[config.mk]
export PLATFORM = sky130hd
export DESIGN_NAME = button_debounce_long_press
export DESIGN_NICKNAME = d
export VERILOG_FILES = /design/src/rtl/core/bdlp_pkg.sv /design/src/rtl/core/button_debounce_long_press.sv /design/src/rtl/core/bdlp_cell.sv
export SDC_FILE = /design/constraint.sdc
export NUM_CORES = 1
export LEC_CHECK = 0
export BUFFER_PORTS_ARGS = -buffer_cell sky130_fd_sc_hd__buf_2
export CORE_MARGIN = 2
export CORE_UTILIZATION = 40
export DETAILED_ROUTE_END_ITERATION = 16
export PLACE_DENSITY = 0.63
export SLEW_MARGIN = 15
export SYNTH_ARGS = -nofsm -noshare
export SYNTH_HDL_FRONTEND = slang
export SYNTH_SLANG_ARGS = --single-unit
[constraint.sdc]
create_clock -name clk -period 7.08 [get_ports clk]
set_input_delay 0.354 -clock clk [delete_from_list [all_inputs] [get_ports clk]]
set_output_delay 0.354 -clock clk [all_outputs]
set_load 0.01 [all_outputs]
[src/rtl/core/bdlp_pkg.sv]
`timescale 1ns / 1ps
// ----------------------------------------------------------------------------
// bdlp_pkg
// shared types and constants of the button debouncer with long press
// ----------------------------------------------------------------------------
package bdlp_pkg;

	// fixed field widths
	localparam int NUM_BUTTONS     = 4;
	localparam int DB_TICKS_WIDTH  = 8;
	localparam int LONG_TICKS_WIDTH = 16;
	localparam int CFG_INDEX_WIDTH = 8;
	localparam int CFG_DATA_WIDTH  = 16;
	localparam int S_TDATA_WIDTH   = 8;
	localparam int M_TDATA_WIDTH   = 16;

	// default storage widths
	localparam int DEF_DEBOUNCE_WIDTH = 8;
	localparam int DEF_HOLD_WIDTH     = 16;

	// register indexes
	localparam logic [CFG_INDEX_WIDTH-1:0] REG_DEBOUNCE_TICKS     = 8'd0;
	localparam logic [CFG_INDEX_WIDTH-1:0] REG_LONG_TICKS         = 8'd1;
	localparam logic [CFG_INDEX_WIDTH-1:0] REG_LONG_ENABLE_MASK   = 8'd2;
	localparam logic [CFG_INDEX_WIDTH-1:0] REG_REPEAT_ENABLE_MASK = 8'd3;

	// reset values
	localparam logic [DB_TICKS_WIDTH-1:0]   RST_DEBOUNCE_TICKS     = 8'd5;
	localparam logic [LONG_TICKS_WIDTH-1:0] RST_LONG_TICKS         = 16'd1000;
	localparam logic [NUM_BUTTONS-1:0]      RST_LONG_ENABLE_MASK   = 4'd7;
	localparam logic [NUM_BUTTONS-1:0]      RST_REPEAT_ENABLE_MASK = 4'd6;

	// settings seen by one button
	typedef struct packed {
		logic [DB_TICKS_WIDTH-1:0]   debounce_ticks;
		logic [LONG_TICKS_WIDTH-1:0] long_ticks;
		logic                        long_en;
		logic                        repeat_en;
	} bdlp_cfg_t;

	// events of one button for one tick
	typedef struct packed {
		logic press_hit;
		logic long_hit;
		logic repeat_hit;
	} bdlp_ev_t;

endpackage

[src/rtl/core/button_debounce_long_press.sv]
`timescale 1ns / 1ps
// ----------------------------------------------------------------------------
// button_debounce_long_press
// four-button integrating debouncer with long-press and repeat events
// ----------------------------------------------------------------------------
// usage:
//   s_* stream: one transfer is one sampling tick, s_tdata[3:0] holds one
//     active-high level per button
//   m_* stream: exactly one transfer per tick with press, long and repeat
//     event bits for every button
//   cfg_* channel: register writes, always ready, issued while idle
// pipeline: a tick is held in the input register, and its events in the
//   result register, which offers them on the m_* stream
// throughput: one tick per cycle unless stalled; the per-button counters
//   update in a single pass between the input and result registers
// reset: counters, flags and valid bits clear, registers take their
//   defaults (debounce 5, long 1000, long mask 7, repeat mask 6)
// stall: while m_tready is low the result register holds and an empty
//   input register still takes one more tick; then s_tready drops until
//   the result is taken
// ----------------------------------------------------------------------------
module button_debounce_long_press
	import bdlp_pkg::*;
#(
	parameter int DEBOUNCE_WIDTH = DEF_DEBOUNCE_WIDTH,
	parameter int HOLD_WIDTH     = DEF_HOLD_WIDTH
) (
	input  logic                       clk,
	input  logic                       arst_n,
	// input stream
	input  logic                       s_tvalid,
	output logic                       s_tready,
	input  logic [S_TDATA_WIDTH-1:0]   s_tdata,   // [3:0] pin_levels, rest zero
	// result stream
	output logic                       m_tvalid,
	input  logic                       m_tready,
	output logic [M_TDATA_WIDTH-1:0]   m_tdata,   // [3:0] press_events,
	                                              // [7:4] long_events,
	                                              // [11:8] repeat_events, rest zero
	// configuration writes
	input  logic                       cfg_valid,
	output logic                       cfg_ready,
	input  logic [CFG_INDEX_WIDTH-1:0] cfg_index,
	input  logic [CFG_DATA_WIDTH-1:0]  cfg_data
);

	logic [DB_TICKS_WIDTH-1:0]   debounce_ticks_q;
	logic [LONG_TICKS_WIDTH-1:0] long_ticks_q;
	logic [NUM_BUTTONS-1:0]      long_mask_q;
	logic [NUM_BUTTONS-1:0]      repeat_mask_q;

	logic                        valid_s1;
	logic [NUM_BUTTONS-1:0]      pins_s1;
	logic                        advance;

	bdlp_ev_t                    ev [NUM_BUTTONS];
	logic [NUM_BUTTONS-1:0]      press_ev, long_ev, repeat_ev;
	logic [M_TDATA_WIDTH-1:0]    result_q;
	logic                        result_valid_q;

	// configuration registers, writes are never stalled
	assign cfg_ready = 1'b1;

	always_ff @(posedge clk or negedge arst_n) begin
		if (!arst_n) begin
			debounce_ticks_q <= RST_DEBOUNCE_TICKS;
			long_ticks_q     <= RST_LONG_TICKS;
			long_mask_q      <= RST_LONG_ENABLE_MASK;
			repeat_mask_q    <= RST_REPEAT_ENABLE_MASK;
		end else if (cfg_valid) begin
			case (cfg_index)
				REG_DEBOUNCE_TICKS: begin
					debounce_ticks_q <= cfg_data[DB_TICKS_WIDTH-1:0];
				end
				REG_LONG_TICKS: begin
					long_ticks_q <= cfg_data[LONG_TICKS_WIDTH-1:0];
				end
				REG_LONG_ENABLE_MASK: begin
					long_mask_q <= cfg_data[NUM_BUTTONS-1:0];
				end
				REG_REPEAT_ENABLE_MASK: begin
					repeat_mask_q <= cfg_data[NUM_BUTTONS-1:0];
				end
				default: begin
					// unknown index, write dropped
				end
			endcase
		end
	end

	// the tick in the input register moves on whenever the result slot is
	// free or is being emptied in this cycle
	assign advance  = !result_valid_q || m_tready;
	assign s_tready = !valid_s1 || advance;

	always_ff @(posedge clk or negedge arst_n) begin
		if (!arst_n) begin
			valid_s1 <= 1'b0;
		end else if (s_tready) begin
			valid_s1 <= s_tvalid;
		end
	end

	// payload register, no reset needed
	always_ff @(posedge clk) begin
		if (s_tready && s_tvalid) begin
			pins_s1 <= s_tdata[NUM_BUTTONS-1:0];
		end
	end

	// one cell per button, state advances once per tick
	for (genvar i = 0; i < NUM_BUTTONS; i++) begin : g_btn
		bdlp_cfg_t cell_cfg;

		assign cell_cfg.debounce_ticks = debounce_ticks_q;
		assign cell_cfg.long_ticks     = long_ticks_q;
		assign cell_cfg.long_en        = long_mask_q[i];
		assign cell_cfg.repeat_en      = repeat_mask_q[i];

		bdlp_cell #(
			.DEBOUNCE_WIDTH (DEBOUNCE_WIDTH),
			.HOLD_WIDTH     (HOLD_WIDTH)
		) u_cell (
			.clk    (clk),
			.arst_n (arst_n),
			.step   (valid_s1 && advance),
			.pin    (pins_s1[i]),
			.cfg    (cell_cfg),
			.ev     (ev[i])
		);

		assign press_ev[i]  = ev[i].press_hit;
		assign long_ev[i]   = ev[i].long_hit;
		assign repeat_ev[i] = ev[i].repeat_hit;
	end

	// result register
	always_ff @(posedge clk or negedge arst_n) begin
		if (!arst_n) begin
			result_valid_q <= 1'b0;
		end else if (advance) begin
			result_valid_q <= valid_s1;
		end
	end

	always_ff @(posedge clk) begin
		if (advance && valid_s1) begin
			result_q <= M_TDATA_WIDTH'({repeat_ev, long_ev, press_ev});
		end
	end

	assign m_tvalid = result_valid_q;
	assign m_tdata  = result_q;

endmodule

[src/rtl/core/bdlp_cell.sv]
`timescale 1ns / 1ps
// ----------------------------------------------------------------------------
// bdlp_cell
// per-button integrating debounce, hold counter and event decode
// ----------------------------------------------------------------------------
module bdlp_cell
	import bdlp_pkg::*;
#(
	parameter int DEBOUNCE_WIDTH = DEF_DEBOUNCE_WIDTH,
	parameter int HOLD_WIDTH     = DEF_HOLD_WIDTH
) (
	input  logic       clk,
	input  logic       arst_n,
	input  logic       step,
	input  logic       pin,
	input  bdlp_cfg_t  cfg,
	output bdlp_ev_t   ev
);

	localparam int DB_CMP_W   = (DEBOUNCE_WIDTH > DB_TICKS_WIDTH) ? DEBOUNCE_WIDTH
	                                                               : DB_TICKS_WIDTH;
	localparam int HOLD_CMP_W = (HOLD_WIDTH > LONG_TICKS_WIDTH) ? HOLD_WIDTH
	                                                            : LONG_TICKS_WIDTH;
	localparam logic [DEBOUNCE_WIDTH-1:0] DB_MAX   = {DEBOUNCE_WIDTH{1'b1}};
	localparam logic [HOLD_WIDTH-1:0]     HOLD_MAX = {HOLD_WIDTH{1'b1}};

	logic [DEBOUNCE_WIDTH-1:0] db_q, db_n, db_dec;
	logic [HOLD_WIDTH-1:0]     hold_q, hold_n, hold_inc;
	logic                      flag_q, flag_n;
	logic [DB_CMP_W-1:0]       db_x, dt_x;
	logic [HOLD_CMP_W-1:0]     hold_x, hold_inc_x, lt_x;

	always_comb begin
		db_x       = DB_CMP_W'(db_q);
		dt_x       = DB_CMP_W'(cfg.debounce_ticks);
		hold_x     = HOLD_CMP_W'(hold_q);
		lt_x       = HOLD_CMP_W'(cfg.long_ticks);
		hold_inc   = (hold_q == HOLD_MAX) ? hold_q : hold_q + 1'b1;
		hold_inc_x = HOLD_CMP_W'(hold_inc);
		db_dec     = (db_q != '0) ? db_q - 1'b1 : db_q;

		db_n   = db_q;
		hold_n = hold_q;
		flag_n = flag_q;
		ev     = '0;

		if (pin) begin
			if (db_x >= dt_x) begin
				flag_n = 1'b1;
				if (hold_x == lt_x) begin
					// threshold tick: only long-enabled buttons move on
					if (cfg.long_en) begin
						ev.long_hit = 1'b1;
						hold_n      = hold_inc;
						flag_n      = 1'b0;
					end
				end else begin
					hold_n = hold_inc;
					if (cfg.long_en && (hold_inc_x > lt_x)) begin
						flag_n        = 1'b0;
						ev.repeat_hit = cfg.repeat_en;
					end
				end
			end else begin
				db_n   = (db_q == DB_MAX) ? db_q : db_q + 1'b1;
				hold_n = '0;
			end
		end else begin
			db_n = db_dec;
			if (flag_q && (db_dec == '0)) begin
				flag_n       = 1'b0;
				ev.press_hit = 1'b1;
			end
		end
	end

	always_ff @(posedge clk or negedge arst_n) begin
		if (!arst_n) begin
			db_q   <= '0;
			hold_q <= '0;
			flag_q <= 1'b0;
		end else if (step) begin
			db_q   <= db_n;
			hold_q <= hold_n;
			flag_q <= flag_n;
		end
	end

endmodule

# Word level (Yosys, flattened, before mapping)
# Index checks and enable logic that the tools add are counted.
[totals]
reg_bits = 150
word_cells = 209
output_inout_bits = 19
inputBits = 37
[op_classes]
n_addsub = 12
reduce_logical = 51
n_mux = 64
order_cmp = 8
bitwise_logic = 12
n_eq_ne = 31
[ops]
columns = ["op", "n"]
rows = [
  ["2-to-1 mux 16 bit", 16],
  ["2-to-1 mux 8 bit", 16],
  ["adder 16 x 1 -> 16 bit (second input constant)", 4],
  ["equality test 16 bit", 4],
  ["equality test 16 bit (second input constant)", 4],
  ["> comparator 16 bit", 4],
  ["AND reduction 3 bit", 16],
  ["logical NOT 8 bit", 5],
  ["adder 8 x 1 -> 8 bit (second input constant)", 4],
  ["equality test 8 bit (second input constant)", 4],
  [">= comparator 8 bit", 4],
  ["2-to-1 mux 1 bit", 32],
  ["nonzero test 8 bit", 4],
  ["subtractor 8 x 1 -> 8 bit (second input constant)", 4],
  ["equality test 8 x 2 -> 1 bit (second input constant)", 2],
  ["inequality test 2 bit (second input constant)", 8],
  ["OR reduction 4 bit", 4],
  ["inequality test 3 bit (second input constant)", 4],
  ["NOT 1 bit", 12],
  ["logical AND 1 bit", 10],
  ["equality test 8 x 1 -> 1 bit (second input constant)", 1],
  ["inequality test 2 x 1 -> 1 bit (second input constant)", 4],
  ["AND reduction 2 bit", 4],
  ["nonzero test 2 bit", 4],
  ["other kinds (2)", 4],
]

# Logic depth before layout (Yosys ltp)
[depth]
depth_word = 8
depth_mapped = 15
mapped_depth_nobuf = 14

# Hierarchy
# From an unflattened synthesis, not the netlist that was laid out.
[hier_totals]
hier_cells = 1519
hier_area_um2 = 13330.3
[modules_own_cells]
columns = ["module", "area_per_inst_um2", "n_inst", "cells_each"]
rows = [
  ["bdlp_cell (g_btn[0].u_cell ...)", 2871.5, 2, 355],
  ["bdlp_cell (g_btn[1].u_cell)", 2855.2, 1, 355],
  ["bdlp_cell (g_btn[3].u_cell)", 2798.9, 1, 351],
  ["button_debounce_long_press", 1933.1, 1, 103],
]

# Worst setup path after synthesis
# OpenSTA, ideal clock, no wires.
[synth_path]
path_kind = "register to register"
start = "reg g_btn[2].u_cell.hold_q[0]"
end = "reg result_q[10], in the netlist m_tdata[10], data pin"
path_buffers = 0
t_arrival_ns = 2.952
setup_time_ns = 0.256
setup_slack_ns = 3.873
stages_incl_launch_ff = 13
path_cell_list = "dfrtp_1 > ha_1 > nand3_1 > or3_1 > o31ai_2 > nor2_1 > xor2_1 > ha_1 > nand4_1 > nor4_1 > nand2_1 > and3_1 > and4_1"
[synth_via]
elab_chain_len = 6
[synth_rtl]
columns = ["item", "line_no", "rtl"]
rows = [
  ["from (decl)", "bdlp_cell.sv:28", "logic [HOLD_WIDTH-1:0] hold_q, hold_n, hold_inc;"],
  ["from (signal assigned)", "bdlp_cell.sv:84", "hold_q <= hold_n;"],
  ["adder 16 x 1 -> 16 bit or equality test 16 bit (tied branches)", "bdlp_cell.sv:38", "hold_inc = (hold_q == HOLD_MAX) ? hold_q : hold_q + 1'b1;"],
  ["2-to-1 mux 16 bit", "bdlp_cell.sv:38", ""],
  ["> comparator 16 bit", "bdlp_cell.sv:59", "if (cfg.long_en && (hold_inc_x > lt_x)) begin"],
  ["logical AND 1 bit", "bdlp_cell.sv:59", ""],
  ["NOT 1 bit (no source line)", "-", ""],
  ["OR reduction 4 bit (no source line) *", "-", ""],
  ["to (signal assigned)", "button_debounce_long_press.sv:148", "result_q <= M_TDATA_WIDTH'({repeat_ev, long_ev, press_ev});"],
  ["to (decl)", "button_debounce_long_press.sv:58", "logic [M_TDATA_WIDTH-1:0] result_q;"],
]
# Every way passes the cells marked *; elsewhere a longest branch is shown, timed or not.
# A chain may end at the register's enable or synchronous reset.

# Final worst setup path
# Ends and elaborated chain as after synthesis.

==> flow_summary.toml <==
[outcome]
status = "finished, violations left"
failed_checks = "negative hold slack"

[floorplanning]
floorplan.die_area_mm2 = 0.03410
row_count = 66
initial_core_util_pct = 40.34
die_w_um = 184.7
die_height_um = 184.7
num_io_pins = 56
design.core.area_mm2 = 0.03237

[timing]
period_minus_slack_ps = 3926
rsz0062_at_grt = "false"
setup_tns_ps = 0
timing.slew.headroom_pct = 26.22
timing.final.max_slew_violations = 0
final.setup.worst_slack_ps = 3154
fin_crit_sh_pct = 55.45
setup_viol = 0
maxClockFrequency_mhz = 254.7
tightestPinTransition_ps = 1098
hold_slack_ps = -33.09
hold_violations = 39
finalClockSkew_ps = 15.44

[critical_path]
worst_path_dominant_cell_family = "simple AND/OR/NAND/NOR gates"
cp_data_arrival_time_ps = 4130
reg2regPathDepth = 12
worst_path_largest_cell_delay_ps = 490
crit_cells = 12
critical_path.endpoint_type = "flop"
worstReg2RegStart = "g_btn[2].u_cell.hold_q[0]"
critical_path.startpoint = "g_btn[2].u_cell.hold_q[0]"
buffering_stage_count_on_the_worst_path_with_inverters_included = 0
path_max_fanout = 6
timing.setup.critical_path_class = "reg2reg"
critPathLaunchType = "flop"
worst_r2r_endpoint = "m_tdata[10]"
timing.critical_path.mode_cell = "sky130_fd_sc_hd__ha_1"
critPathCapture = "m_tdata[10]"
r2r_setup_slack_ps = 3150
timing.critical_path.slowest_stage_cell = "sky130_fd_sc_hd__dfrtp_1"
worst-endpoint-required_ps = 7290
crit_path_cell_chain = "ha_1 -> nand3_1 -> or3_1 -> o31ai_2 -> nor2_1 -> xor2_1 -> ha_1 -> nand4_1 -> nor4_1 -> nand2_1 -> and3_1 -> and4_1"

[power_and_ir_drop]
power.leakage_nw = 6.160
power-per-cell-area_mw_per_mm2 = 248.4
ir_drop_mv = 0.1793

[final_layout]
nNetsFinal = 1650
antenna-diode-count = 0
fillCellCount = 3187
drive_above_1_share_pct = 9.643
syn2layout_area_growth_pct = 7.177

[clock_tree]
holdBufCountCts = 0
cts.repair.resized = 0
clock_sinks = 150
clk_transition_reported_paths_ps = 70
worst_skew_pair.late_latency_ps = 450
cts_htree_levels = 4
cts-root-buf = "sky130_fd_sc_hd__clkbuf_16"
post-cts-setup-buffer-count = 0
cts_tree = "yes"
clockBufferDepth = 2
cts_inserted_buffers = 17

[place]
port_buf_inserts = 46
gpl.final_weighted_congestion = 0.8697
hpwl_um = 26940
post-place-ws_ps = 3229

[grt]
track_usage_pct = 22.57
grt_max_degree = 79
via_count_of_the_first_global_routing_pass = 11020
grt_remaining_overflow = 0
grt_first_pass_wirelength_um = 60800
grt_antenna_before_repair = 0

[yosys]
main_flop_type_after_synthesis = "sky130_fd_sc_hd__dfrtp_1"
netlist_area_mm2 = 0.01306
ys_seq_area_share_pct = 29.48
synthesis.area_per_instance_um2 = 8.441
ys_seq_elements = 150
synth_cell_types = 92
yosys_warnings = 0
synth-edff-count = 16
synthArstFlopShare_pct = 89.33
synthCells = 1547

[detailed_routing]
dr_total_vias = 11730
drt-wirelength-per-cell_um = 19.14
drt-pass1-iter-count = 7
number_of_remaining_drc_errors = 0
drt_first_iter_violations = 907
via_per_inst = 5.999
ant_nets = 0
wl_um = 37450

[worst_hold_path]
class_of_the_tightest_hold_or_removal_check = "in2async"

[job]
maxCapViolations = 0
-- cell usage in the layout, fill, tap and decap left out, drive strengths merged, types with 57 or more instances in the layout --
master | Yosys | layout
nand2 | 141 | 141
dfrtp | 121 | 121
ha | 112 | 112
nor2 | 96 | 96
a21oi | 95 | 95
xor2 | 79 | 79
o21ai | 78 | 78
inv | 57 | 66
nand3 | 59 | 59
nor3 | 57 | 57
-- worst min-delay path by stage --
stage | startpoint | end | slack [ps] | cells after the start
final | arst_n | g_btn[2].u_cell.hold_q[4] | -30 | 1
after global routing | arst_n | g_btn[2].u_cell.hold_q[4] | 40 | 1
after CTS | arst_n | g_btn[2].u_cell.hold_q[4] | 6 | 1
after detailed placement | arst_n | g_btn[2].u_cell.hold_q[11] | 480 | 1
after global placement | arst_n | g_btn[2].u_cell.hold_q[4] | 470 | 1
after floorplan | arst_n | debounce_ticks_q[1] | 60 | 0
-- kinds of logic (layout without fill, tap and decap cells) --
| group | Yosys count | after routing | synth area share [%] |
|---|---|---|---|
| AOI/OAI and AO/OA | 385 | 385 | 19.95 |
| xor gates and xnor gates | 112 | 112 | 7.512 |
| adders and majority gates | 112 | 112 | 10.73 |
| buffers and inverters | 178 | 142 | 5.816 |
| DFF | 150 | 150 | 29.48 |
| muxes | 47 | 47 | 3.948 |
| other | 2 | 5 | 0.05751 |
| and+or+nand+nor | 561 | 561 | 22.50 |
-- flip-flops by register name, summed over array words and instances (netlist names) --
| register | cells |
|---|---|
| valid_s1 | 1 |
| g_btn.u_cell.hold_q | 64 |
| long_ticks_q | 16 |
| long_mask_q | 4 |
| m_tdata | 12 |
| g_btn.u_cell.db_q | 32 |
| pins_s1 | 4 |
| repeat_mask_q | 4 |
| debounce_ticks_q | 8 |
| g_btn.u_cell.flag_q | 4 |
| m_tvalid | 1 |
-- Yosys cell counts (19+ instances only) --
master                     number  area share, %
sky130_fd_sc_hd__nand2b_1      24            1.1
sky130_fd_sc_hd__clkbuf_1      64            1.8
sky130_fd_sc_hd__o21ai_1       20           0.77
sky130_fd_sc_hd__nor4_1        42            2.0
sky130_fd_sc_hd__dfrtp_1      121             23
sky130_fd_sc_hd__ha_1         112             11
sky130_fd_sc_hd__nand4_1       38            1.8
sky130_fd_sc_hd__a31oi_1       19           0.91
sky130_fd_sc_hd__xor2_1        79            5.3
sky130_fd_sc_hd__and3_1        25            1.2
sky130_fd_sc_hd__buf_2         46            1.8
sky130_fd_sc_hd__mux2_2        22            1.9
sky130_fd_sc_hd__xnor2_1       33            2.2
sky130_fd_sc_hd__inv_1         56            1.6
sky130_fd_sc_hd__nand2_1      141            4.1
sky130_fd_sc_hd__o21ai_0       57            2.2
sky130_fd_sc_hd__a22o_1        26            1.7
sky130_fd_sc_hd__nor2_1        95            2.7
sky130_fd_sc_hd__nor3_1        56            2.1
sky130_fd_sc_hd__nand3_1       59            2.3
sky130_fd_sc_hd__a21oi_1       95            3.6
-- per-layer routing --
metal,part of all wire (%),vias up,GRT usage [%]
li1,-,5656,-
met1,47,5609,32.08
met2,45,414,35.47
met4,2.0,0,6.095
met3,5.9,55,3.636
met5,0,-,0
-- where the power goes --
group	internal, W	leakage [nW]	switching, W
logic	0.000477	4.01	0.000709
clock network	0.000571	0.307	0.000446
registers	0.000973	1.84	0.000299
total	0.00202	6.16	0.00145
-- cell type report --
type / instances / area, µm² / share of cell area, %
sequential: 150 / 3850 / 27.51
inverter: 57 / 214.0 / 1.529
multi-input combinational: 1222 / 8459 / 60.45
tap: 442 / 553.0 / 3.952
timing repair buffer: 53 / 289.0 / 2.065
clock inverter: 15 / 203.9 / 1.457
clock buffer: 17 / 425.4 / 3.040
-- through the flow --
step	instances	total power, W	utilization, %	hold WS [ps]	cell area (µm²)
after floorplan	1550	0.002138	-	58.41	13070
after global placement	1924	0.002421	41.29	467.4	13370
after detailed placement	1924	0.002451	41.29	479.5	13370
after CTS	1956	0.003473	43.23	6.320	13990
after global routing	1956	0.003707	43.23	39.09	13990
final	1956	0.003476	43.23	-33.09	13990
(Power assumes the default switching activity.)
